[config.mk]
export PLATFORM = sky130hd
export DESIGN_NAME = zph_controller
export DESIGN_NICKNAME = d
export VERILOG_FILES = /design/src/rtl/zph_pkg.sv /design/src/rtl/zph_controller.sv
export SDC_FILE = /design/constraint.sdc
export NUM_CORES = 1
export LEC_CHECK = 0
export BUFFER_PORTS_ARGS = -buffer_cell sky130_fd_sc_hd__buf_2
export CAP_MARGIN = 20
export CORE_MARGIN = 2
export CORE_UTILIZATION = 60
export CTS_CLUSTER_DIAMETER = 150
export DETAILED_ROUTE_END_ITERATION = 8
export PLACE_DENSITY = 0.83
export SYNTH_ARGS = -nofsm -noshare
export SYNTH_HDL_FRONTEND = slang
export SYNTH_SLANG_ARGS = --single-unit
[constraint.sdc]
create_clock -name clk -period 5.3 [get_ports clk]
set_input_delay 1.06 -clock clk [delete_from_list [all_inputs] [get_ports clk]]
set_output_delay 1.06 -clock clk [all_outputs]
set_load 0.005 [all_outputs]
[src/rtl/zph_pkg.sv]
// Package with shared constants, types and functions of the Zobrist hash core.
package zph_pkg;
  localparam int unsigned KeyCount = 781;
  localparam int unsigned KeyAw = 10;
  localparam logic [9:0] SideKey = 10'd768;
  localparam logic [9:0] CastleKey = 10'd769;
  localparam logic [9:0] FileKey = 10'd773;
  localparam logic [63:0] SeedValue = 64'd20250307;
  localparam logic [63:0] LcgMul = 64'd6364136223846793005;
  localparam logic [63:0] LcgAdd = 64'd1442695040888963407;
  localparam logic [63:0] MixMulA = 64'hbf58476d1ce4e5b9;
  localparam logic [63:0] MixMulB = 64'h94d049bb133111eb;

  localparam logic [1:0] OpClear = 2'd0;
  localparam logic [1:0] OpPiece = 2'd1;
  localparam logic [1:0] OpSide = 2'd2;
  localparam logic [1:0] OpMove = 2'd3;

  // Up to twelve key lookups per item.
  localparam int unsigned NumSlots = 12;

  typedef struct packed {
    logic       valid;
    logic [9:0] addr;
  } key_req_t;

  // Commands from controller to datapath.
  typedef struct packed {
    logic       gen_start;   // begin generator step for next key
    logic       gen_write;   // write finished key
    logic       hash_load;   // capture item, start new accumulation
    logic       acc_xor;     // xor read data into accumulator
    logic [9:0] rd_addr;
    logic       rd_en;
    logic       commit;      // accumulator becomes running hash
    logic       clear;
  } zph_cmd_t;

  // Key address for signed piece p on square sq; invalid if no piece.
  function automatic key_req_t psq(input logic signed [4:0] p,
                                   input logic signed [7:0] sq);
    key_req_t r;
    logic [2:0] mag;
    logic [3:0] slot;
    logic [15:0] prod;
    mag = p[4] ? 3'((-p)) : p[2:0];
    r.valid = (p > -5'sd7) && (p < 5'sd7) && (p != 5'sd0)
              && (sq >= 8'sd0) && (sq <= 8'sd63);
    slot = {1'b0, mag - 3'd1} + (p[4] ? 4'd6 : 4'd0);
    prod = {slot, 6'd0, 6'd0} >> 6;
    r.addr = 10'({slot, sq[5:0]});
    if (prod == 16'hffff) r.valid = 1'b0;
    return r;
  endfunction
endpackage

[src/rtl/zph_controller.sv]
// Controller: key fill sequencing and per-item lookup sequencing.
module zph_controller (
  input  logic               clk,
  input  logic               rst_n,
  input  logic               item_valid,
  input  logic [1:0]         opcode,
  input  logic [5:0]         from_square,
  input  logic [5:0]         to_square,
  input  logic signed [3:0]  mover_code,
  input  logic signed [3:0]  victim_code,
  input  logic [2:0]         promotion_type,
  input  logic [3:0]         castling_before,
  input  logic [3:0]         castling_after,
  input  logic signed [6:0]  ep_square_before,
  input  logic signed [6:0]  ep_square_after,
  input  logic               side_black,
  input  logic               gen_done,
  input  logic               out_free,
  output logic               item_ready,
  output logic               result_push,
  output logic               bad_piece,
  output zph_pkg::zph_cmd_t  cmd
);
  typedef enum logic [2:0] {
    S_FILL, S_IDLE, S_READ, S_DRAIN, S_COMMIT, S_DONE
  } state_t;

  state_t state_r;
  logic [9:0] fill_cnt_r;
  logic       gen_busy_r;
  zph_pkg::key_req_t req_r [zph_pkg::NumSlots];
  zph_pkg::key_req_t req_nxt [zph_pkg::NumSlots];
  logic [3:0] slot_r;
  logic       bad_r, bad_nxt;
  logic       clear_r;

  // Build the list of lookups for an item.
  always_comb begin
    logic signed [4:0] mv, cp, col, landed, rook;
    logic signed [7:0] fr, tq;
    logic [2:0] mag;
    for (int i = 0; i < zph_pkg::NumSlots; i++) req_nxt[i] = '0;
    mv = 5'(mover_code);
    cp = 5'(victim_code);
    fr = 8'({2'b00, from_square});
    tq = 8'({2'b00, to_square});
    mag = mover_code[3] ? 3'(-mv) : 3'(mover_code);
    col = mover_code[3] ? -5'sd1 : 5'sd1;
    landed = (promotion_type >= 3'd1 && promotion_type <= 3'd6)
             ? (mover_code[3] ? -5'($signed({2'b00, promotion_type}))
                              : 5'($signed({2'b00, promotion_type}))) : mv;
    rook = mover_code[3] ? -5'sd4 : 5'sd4;
    bad_nxt = 1'b0;
    case (opcode)
      zph_pkg::OpPiece: req_nxt[0] = zph_pkg::psq(mv, fr);
      zph_pkg::OpSide: begin
        req_nxt[0] = '{side_black, zph_pkg::SideKey};
        for (int i = 0; i < 4; i++)
          req_nxt[1 + i] = '{castling_after[i], zph_pkg::CastleKey + 10'(i)};
        req_nxt[5] = '{!ep_square_after[6],
                       zph_pkg::FileKey + 10'(ep_square_after[2:0])};
      end
      zph_pkg::OpMove: begin
        if (mag < 3'd1 || mag > 3'd6 || mover_code == -4'sd8) begin
          bad_nxt = 1'b1;
        end else begin
          req_nxt[0] = zph_pkg::psq(mv, fr);
          req_nxt[1] = zph_pkg::psq(cp, tq);
          if (mag == 3'd1 && !ep_square_before[6]
              && to_square == ep_square_before[5:0])
            req_nxt[2] = zph_pkg::psq(-col, tq - (mover_code[3] ? -8'sd8 : 8'sd8));
          req_nxt[3] = zph_pkg::psq(landed, tq);
          if (mag == 3'd6 && tq - fr == 8'sd2) begin
            req_nxt[4] = zph_pkg::psq(rook, fr + 8'sd3);
            req_nxt[5] = zph_pkg::psq(rook, fr + 8'sd1);
          end else if (mag == 3'd6 && tq - fr == -8'sd2) begin
            req_nxt[4] = zph_pkg::psq(rook, fr - 8'sd4);
            req_nxt[5] = zph_pkg::psq(rook, fr - 8'sd1);
          end
          req_nxt[6] = '{1'b1, zph_pkg::SideKey};
          // Rights that change toggle; unchanged ones cancel.
          for (int i = 0; i < 4; i++)
            req_nxt[7 + i] = '{castling_before[i] ^ castling_after[i],
                               zph_pkg::CastleKey + 10'(i)};
          // En-passant keys: both go through the slot pair 4/5 when unused.
          if (!(mag == 3'd6 && (tq - fr == 8'sd2 || tq - fr == -8'sd2))) begin
            req_nxt[4] = '{!ep_square_before[6],
                           zph_pkg::FileKey + 10'(ep_square_before[2:0])};
            req_nxt[5] = '{!ep_square_after[6],
                           zph_pkg::FileKey + 10'(ep_square_after[2:0])};
          end else begin
            // Castling king move: the pawn slot is free for the old file,
            // and the new file takes the last slot.
            req_nxt[2] = '{!ep_square_before[6],
                           zph_pkg::FileKey + 10'(ep_square_before[2:0])};
            req_nxt[11] = '{!ep_square_after[6],
                            zph_pkg::FileKey + 10'(ep_square_after[2:0])};
          end
        end
      end
      default: ;
    endcase
  end

  assign item_ready = (state_r == S_IDLE);

  always_comb begin
    cmd = '0;
    cmd.gen_start = (state_r == S_FILL) && !gen_busy_r && (fill_cnt_r != 10'(zph_pkg::KeyCount));
    cmd.gen_write = (state_r == S_FILL) && gen_done;
    cmd.hash_load = item_ready && item_valid;
    cmd.rd_en = (state_r == S_READ) && req_r[slot_r].valid;
    cmd.rd_addr = req_r[slot_r].addr;
    cmd.acc_xor = (state_r == S_READ) || (state_r == S_DRAIN);
    cmd.commit = (state_r == S_COMMIT) && !bad_r;
    cmd.clear = (state_r == S_COMMIT) && clear_r;
  end

  assign result_push = (state_r == S_DONE) && out_free;
  assign bad_piece = bad_r;

  always_ff @(posedge clk) begin
    if (!rst_n) begin
      state_r <= S_FILL;
      fill_cnt_r <= '0;
      gen_busy_r <= 1'b0;
      slot_r <= '0;
      bad_r <= 1'b0;
      clear_r <= 1'b0;
    end else begin
      case (state_r)
        S_FILL: begin
          if (cmd.gen_start) gen_busy_r <= 1'b1;
          if (cmd.gen_write) begin
            gen_busy_r <= 1'b0;
            fill_cnt_r <= fill_cnt_r + 10'd1;
          end
          if (fill_cnt_r == 10'(zph_pkg::KeyCount)) state_r <= S_IDLE;
        end
        S_IDLE: begin
          if (cmd.hash_load) begin
            for (int i = 0; i < zph_pkg::NumSlots; i++) req_r[i] <= req_nxt[i];
            bad_r <= bad_nxt;
            clear_r <= (opcode == zph_pkg::OpClear);
            slot_r <= '0;
            state_r <= S_READ;
          end
        end
        S_READ: begin
          if (slot_r == 4'(zph_pkg::NumSlots - 1)) state_r <= S_DRAIN;
          else slot_r <= slot_r + 4'd1;
        end
        S_DRAIN: state_r <= S_COMMIT;
        S_COMMIT: state_r <= S_DONE;
        S_DONE: begin
          if (out_free) state_r <= S_IDLE;
        end
        default: state_r <= S_FILL;
      endcase
    end
  end
endmodule

==> run summary, run 1 <==
The clock transition time at the flip-flop clock pins of the worst setup and hold paths came out at 0.10 ns. The detail route stage leaves a number of antenna-violating nets equal to 0. The worst setup slack after layout came out at 1.35 ns. Measured on the finished design, the core utilization comes to 0.680.

The via count normalized by instance count is 6.18. Dividing the detail-routed wire length by the instance count gives around 18 um. The maximum clock frequency is 253 MHz.

Internal power comes to between 1 and 1.5 mW. The final-report max-slew violation count came out at 0. The number of clock buffers inserted by TritonCTS is 9. After floorplanning, the core was divided into 36 placement rows.

Sorting the synthesized cells by area gives the leading types as edfxtp_1 (33%), ha_1 (8.4%), dfxtp_1 (7.9%). For this run, the total global-route usage over all layers was measured as 0.276. The maximum clock insertion buffer count is 2. The worst slew margin relative to its limit is 0.267.

Measured along the y axis, the die boundary spans 105 um. The placeable core region is 0.00982 mm^2. The startpoint-to-endpoint class of the critical path is in -> reg. Of the total power, the share spent switching nets is 0.288. The required time reported for the critical path endpoint is 5.48 ns.

The total power density per cell area is 219 mW/mm^2. The post-route clock skew came out at 0.0177 ns. The net count of the mapped netlist is 725. After clock tree synthesis, the flow added hold-fix buffers numbering 0.

Among all flip-flop cells after synthesis, the most frequent one is edfxtp_1. The CTS tree is yes. The cell depth of the worst hold path came out at 2. STA classifies the critical path startpoint as an input port. The net switching power figure came out at 0.422 mW. The share of async-settable or async-resettable flops after synthesis is 0.

The leakage power of the design is 2.67 nW. The full die area is 0.0110 mm^2. The synthesized flop and latch total came out at about 90.

In the synthesized netlist, the number of instances is 628. edfxtp_1 takes more of the synthesized area than any other cell. Detailed routing inserted a total of 5,074 vias.

For this run, the register share of the synthesized area comes to 0.409. The number of input and output port buffers inserted is just under 70. 73 I/O pins were placed.

The initial cell density of the core came out at 0.620. Setup repair after global routing left no endpoint under its margin. The final global-route overflow total came out at 0.

The quantity of gates resized following cts is 0. Clock tree synthesis found a total of 91 sinks. After detailed routing, the number of remaining DRC violations is 0. The min-delay analysis places its worst path in the category reg -> reg.

The area share of the leading cell type in the synthesized netlist came out at 0.331. The share of total power dissipated in combinational logic is 0.175. The sequential power share came out at 0.523. For the pin with the worst max-slew slack, the measured transition is 1.10 ns. The via count of the first global-routing pass is between 4,000 and 5,000. The first global-routing pass estimated approximately 24,000 um of wire.

The number of enable flip-flop cells after synthesis is 67. In the final layout, the share of cells above drive strength 1 is 0.156. Overall power consumption after layout is estimated at 1.47 mW. The aggregate routed wire length is 14,800 um. The clock tree root driver cell is clkbuf_8. The worst vdd rail ir drop is roughly 0.12 mV.

The net count of the finished layout is 780. The period utilization is 0.746. The critical path data arrival time is 4.13 ns. Of all nets on the critical path, the largest fanout is 19. For this block, the initial DRC count from the detailed router was roughly 670. The clock period minus final worst setup slack is between 3 and 4 ns. The post-synth design cell area came out at approximately 0.006 mm^2. The post-placement cell area is 0.00650 mm^2. The sum of net half-perimeters after detailed placement is 10,900 um. The pin count of the biggest net entering global routing is between 40 and 50. Each instance of the synthesized netlist takes up on average approximately 9.7 um^2. The max-cap check violation count came out at 0. The maximum level of the CTS H-tree is 3. The run finished with clean final reports. Synthesis instantiated between 60 and 70 different standard cells from the library. The post-route standard cell area excluding fillers came out at 0.00668 mm^2. The final setup TNS is 0 ns. The number of diodes came out at 0. The final-report hold violation count came out at 0. The worst-skew pair later-pin latency came out at ~0.37 ns. The final weighted congestion in routability-driven placement is 0.903. The first detailed-routing pass ran for 7 iterations. The part of the total power dissipated in the clock network is 0.302. Setup violations remaining at the end of the flow were counted as 0. The die width came out at about 100 um. STA classifies the critical path endpoint as a flop. The area growth from synthesis to layout is 9.74%. The pre-CTS worst setup slack came out at 1.02 ns. The number of antenna violations at the first check in global routing is 0.

After clock tree synthesis, the setup repair step added 0 buffers. The depth of the most critical reg-to-reg path came out at 3. During synthesis, Yosys emitted a total of 0 warnings.
## sequential cells by signal, summed over array words and instances, names as in the netlist, named ones only
name / count
req_r: 67
fill_cnt_r: 10
bad_piece: 1
slot_r: 4
gen_busy_r: 1
state_r: 3
clear_r: 1
## layout make-up
cell class | count | area, um^2
well taps | 133 | 166
clock inverters | 7 | 56.3
fillers | 801 | 3140
repair buffers | 73 | 375
flip-flops and latches | 91 | 2490
inverters | 36 | 135
clock buffers | 9 | 124
multi-input cells | 472 | 3330
## cell usage after synthesis (all sizes together) (18+ instances only)
master  instances
a21oi          28
and2           27
dfxtp          24
edfxtp         67
ha             41
inv            34
mux2i          18
nand2          58
nor2           55
o21ai          33
xnor2          30
xor2           18
## cell usage in the layout (no fill, tap or decap), types with 5 or more instances in the layout
cell type | netlist | layout
nand4_1 | 9 | 9
ha_1 | 41 | 41
nor2b_1 | 16 | 16
and2_1 | 27 | 27
a211oi_1 | 7 | 7
o22ai_1 | 11 | 11
o21ai_0 | 30 | 30
a22oi_1 | 7 | 7
nor2_1 | 55 | 55
nand2_1 | 57 | 57
and3_1 | 10 | 9
xor2_1 | 18 | 18
inv_1 | 33 | 33
mux4_2 | 7 | 7
nor3_1 | 9 | 9
edfxtp_1 | 67 | 67
a31oi_1 | 5 | 5
xnor2_1 | 30 | 30
dfxtp_1 | 24 | 24
a21oi_1 | 28 | 28
clkbuf_8 | 0 | 9
mux2i_1 | 18 | 18
buf_2 | 8 | 69
nand3_1 | 13 | 13
## per-stage QoR
step / instances / hold slack [ns]
2_1_floorplan: 628 / 0.470
3_3_place_gp: 805 / 0.471
3_5_place_dp: 805 / 0.490
4_1_cts: 821 / 0.508
5_1_grt: 821 / 0.524
6_report: 821 / 0.505
## logic make-up after synthesis
family / Yosys count / share of synthesized area
multiplexers: 28 / 0.0610
AO/OA/AOI/OAI: 127 / 0.138
AND/OR/NAND/NOR: 225 / 0.185
buffers and inverters: 65 / 0.0436
adder cells (fa/ha/maj): 44 / 0.0941
flip-flops: 91 / 0.409
XOR/XNOR: 48 / 0.0691
## final timing paths
path	to	slack [ns]	startpoint
setup reg to reg	req_r[0][2]$_SDFFCE_PN0P_	2.83	state_r[0]$_SDFFE_PN0P_
hold reg to reg	bad_piece$_SDFFE_PN0P_	0.51	bad_piece$_SDFFE_PN0P_
hold / removal	bad_piece$_SDFFE_PN0P_	0.51	bad_piece$_SDFFE_PN0P_
setup / recovery	req_r[5][5]$_SDFFCE_PN0P_	1.35	mover_code[0]
## power groups by stage
| stage | Combinational [mW] | Clock [mW] | Sequential [mW] |
|---|---|---|---|
| 5_1_grt | 0.285 | 0.469 | 0.767 |
| 6_report | 0.256 | 0.443 | 0.767 |
| 3_3_place_gp | 0.237 | 0 | 0.783 |
| 3_5_place_dp | 0.251 | 0 | 0.783 |
| 2_1_floorplan | 0.168 | 0 | 0.782 |
| 4_1_cts | 0.253 | 0.440 | 0.767 |
## worst max-delay path, stage by stage
cell      delay (ns)
buf_2           0.15
inv_1           0.10
ha_1            0.33
nand2_1         0.06
o21ai_0         0.13
ha_1            0.27
nor2b_1         0.08
a211oi_1        0.33
o21ai_1         0.12
buf_4           0.17
or2_2           0.48
inv_2           0.26
nand2_2         0.29
a211oi_1        0.29
## metal layers
metal  GRT usage  vias to the layer above  wire, um  part of all wire
met5           0                        -         0                 0
met4      0.0857                        0       231             0.016
met3      0.0399                       27      1310             0.088
met2       0.458                      279      7150              0.48
met1       0.374                     2408      6140              0.41
li1            -                     2360         -                 -
(Power assumes the default switching activity.)
==> inputs of run 2 (changes only) <==
- CORE_UTILIZATION: 60 -> 54
- PLACE_DENSITY: 0.83 -> 0.79
- clock period: 5.3 -> 3.5 ns (I/O delays scaled with it)
==> run summary, run 2 (same netlist as run 1, synthesis figures left out) <==
TritonCTS built the clock tree. The via count normalized by instance count came out at 5.88 (-4.9%). The sink of the worst hold path is bad_piece$_SDFFE_PN0P_. The maximum clock frequency is between 300 and 400 MHz. The number of setup violations in the final report is 0 (unchanged). The launch instance of the worst min-delay path is bad_piece$_SDFFE_PN0P_.

The final routed DRC violation total is 0 (unchanged). The placeable core region is 0.0109 mm^2 (+11%). The maximum clock insertion buffer count was 2 (unchanged). The quantity of gates resized following cts was 0 (unchanged). The largest fanout on the critical path is 6 (-13). The leakage power of the design is 2.84 nW (+6.3%). The kind of start point of the critical path is an input port.

The final-report hold violation count came out at 0 (unchanged). The flow ran to the end, and the final reports show no timing, DRC or antenna violations. The depth of the most critical reg-to-reg path is 3 (unchanged). The total vias in the final route was 5,020 (-1.1%). The worst slew margin relative to its limit is 0.458 (+0.191). The final global-route overflow total came out at 0 (unchanged). The final-stage net count came out at 806 (+3.3%). The global-route usage over all layers is 0.249 (-0.0265). The wire length of the first global-routing pass is 23,200 um (-4.5%). The non-filler instance count after layout is 854 (+4.0%). The number of top-level pins came to 73 (unchanged). For this design, the slowest cell found on the critical path is fa_1. The worst path needs 3.22 ns of the cycle, external delays included. The cell depth of the worst hold path is 2 (unchanged). Counting flops per register, the top entry is req_r. The number of placed cells counting well taps is 838 (+4.1%). The slew at the pin with the worst max-slew slack is 0.813 ns (-0.285 ns). The minimum setup slack among reg-to-reg paths is 1.51 ns (-1.32 ns). The number of clock buffers inserted by TritonCTS came out at 9 (unchanged). The timing startpoint of the critical path is promotion_type[1]. In this run the critical register-to-register path is launched from state_r[0]$_SDFFE_PN0P_.

The sum of net half-perimeters after detailed placement is 11,000 um (+0.96%). The via count of the first global-routing pass came to 4,820 (-1.5%). The share of the core filled with cells came out at 0.638 (-0.0421). The initial cell density of the core came to 0.557 (-0.0633). The total power density per cell area is 352 mW/mm^2 (+60%). The pre-CTS worst setup slack is -0.0919 ns (-1.11 ns).

The cell that appears most often on the critical path is ha_1. The pin count of the biggest net entering global routing is 68 (+48%). The final-report max-slew violation count is 0 (unchanged). The commonest non-fill, non-tap cell in the layout is buf_2. Setup repair after global routing left no endpoint under its margin. The detailed-router iteration count before antenna repair came out at 5 (-2). The post-route clock skew came out at 0.00617 ns (-0.0116 ns). The full die area is 0.0121 mm^2 (+11%). The share of post-route cells with drive strength above 1 came out at 0.186 (+0.0308). The average wire length per cell after detail routing was 16.7 um (-7.4%).

The clock tree root driver cell is clkbuf_16. The critical path data arrival time is 3.30 ns (-0.83 ns). The number of standard-cell rows in the floorplan is 38 (+5.6%). The worst hold path belongs to the class reg -> reg. The worst vdd rail ir drop was 0.277 mV (+130%). The max-cap check violation count is 0 (unchanged).

The destination of the worst register-to-register timing path is req_r[5][5]$_SDFFCE_PN0P_. The post-CTS setup-driven buffer insertion count came out at 0 (unchanged). Among cell families on the critical path, the largest total delay comes from adder cells.

The number of flip-flops under the largest register name was 67 (unchanged). The kind of end point of the critical path is a flop. The number of DRC violations after detailed-routing iteration 0 is 544 (-19%).

The aggregate routed wire length is 14,300 um (-3.7%). The number of hold-repair buffers added at the cts stage is 0 (unchanged). The critical path is of the in -> reg type. The critical path goes through buf_2 > inv_1 > ha_1 > o41a_1 > mux2i_1 > ha_1 > a21oi_1 > ha_1 > xor2_1 > xnor2_1 > fa_1 > nand2_1 > nand2_1. The period utilization came out at 0.921.

The number of buffer and inverter instances along the worst setup path is 2 (-2). The worst setup slack after layout is 0.275 ns (-1.07 ns). The clock transition time at the flip-flop clock pins of the worst setup and hold paths came to 0.07 ns (-0.03 ns). The die width came out at 110 um (+5.2%).

The final weighted congestion in routability-driven placement is 0.961 (+6.4%). The TritonCTS sink count is 91 (unchanged). The final antenna-violating net count came out at 0 (unchanged).

The area growth from synthesis to layout is 14.7%. The library cells used most frequently in the layout, excluding fill and tap cells, are buf_2 (69), edfxtp_1 (67), nand2_1 (57). The largest registers in the layout are req_r (67), fill_cnt_r (10), slot_r (4).

The number of diodes came out at 0 (unchanged). The required time reported for the critical path endpoint is 3.58 ns (-1.90 ns). The vertical die dimension is 110 um (+5.2%). The number of input and output port buffers inserted came to 69 (unchanged). The worst-skew pair later-pin latency is 0.34 ns (-0.03 ns). The maximum level of the CTS H-tree came out at 3 (unchanged). The final setup TNS came out at 0 ns (unchanged). The stage delay of the slowest cell on the critical path was 0.44 ns (-0.04 ns). The number of antenna violations at the first check in global routing came out at 0 (unchanged).
## run 2: cell count changes in the layout (fill, tap and decap cells not counted)
cell | previous run | this run
buf_4 | 4 | 30
clkbuf_16 | 0 | 9
clkbuf_8 | 9 | 0
clkinv_2 | 0 | 1
clkinv_4 | 0 | 1
inv_6 | 3 | 2
inv_8 | 1 | 0
## run 2: worst max path at each step
stage / depth (start not counted) / endpoint
3_3_place_gp: 13 / req_r[3][8]$_SDFFCE_PN0P_
3_5_place_dp: 13 / req_r[3][8]$_SDFFCE_PN0P_
2_1_floorplan: 12 / req_r[3][8]$_SDFFCE_PN0P_
6_report: 13 / req_r[3][8]$_SDFFCE_PN0P_
4_1_cts: 13 / req_r[3][8]$_SDFFCE_PN0P_
5_1_grt: 14 / req_r[3][8]$_SDFFCE_PN0P_
## run 2: through the flow
| stage | hold slack, ns | total power [mW] | area [um^2] |
|---|---|---|---|
| 4_1_cts | 0.487 | 2.45 | 6980 |
| 3_5_place_dp | 0.480 | 1.58 | 6700 |
| 6_report | 0.487 | 2.46 | 6980 |
| 3_3_place_gp | 0.471 | 1.56 | 6700 |
| 5_1_grt | 0.511 | 2.54 | 6980 |
| 2_1_floorplan | 0.470 | 1.44 | 6090 |
## run 2: final cells by class
class | instances | area, um^2
fill | 900 | 3960
tap | 140 | 175
inverter | 36 | 135
clock inverter | 7 | 50.0
sequential | 91 | 2490
timing repair buffer | 99 | 571
clock buffer | 9 | 225
multi-input combinational | 472 | 3330
## run 2: worst min-delay path: cells and delay by family, from the launching register on
kind / cells / cell delay (ns)
flops: 1 / 0.32
simple gates: 1 / 0.05
compound gates: 1 / 0.06
## run 2: report_power, final
group / total, mW / internal [mW] / switching (mW)
Combinational: 0.399 / 0.169 / 0.230
Clock: 0.894 / 0.483 / 0.411
Sequential: 1.16 / 1.16 / 0.00371
## run 2: routing by layer
| layer | GRT usage | part of all wire | vias to the layer above |
|---|---|---|---|
| met1 | 0.333 | 0.43 | 2338 |
| li1 | - | - | 2423 |
| met2 | 0.403 | 0.46 | 238 |
| met3 | 0.0535 | 0.089 | 21 |
| met4 | 0.0866 | 0.019 | 0 |
| met5 | 0 | 0 | - |
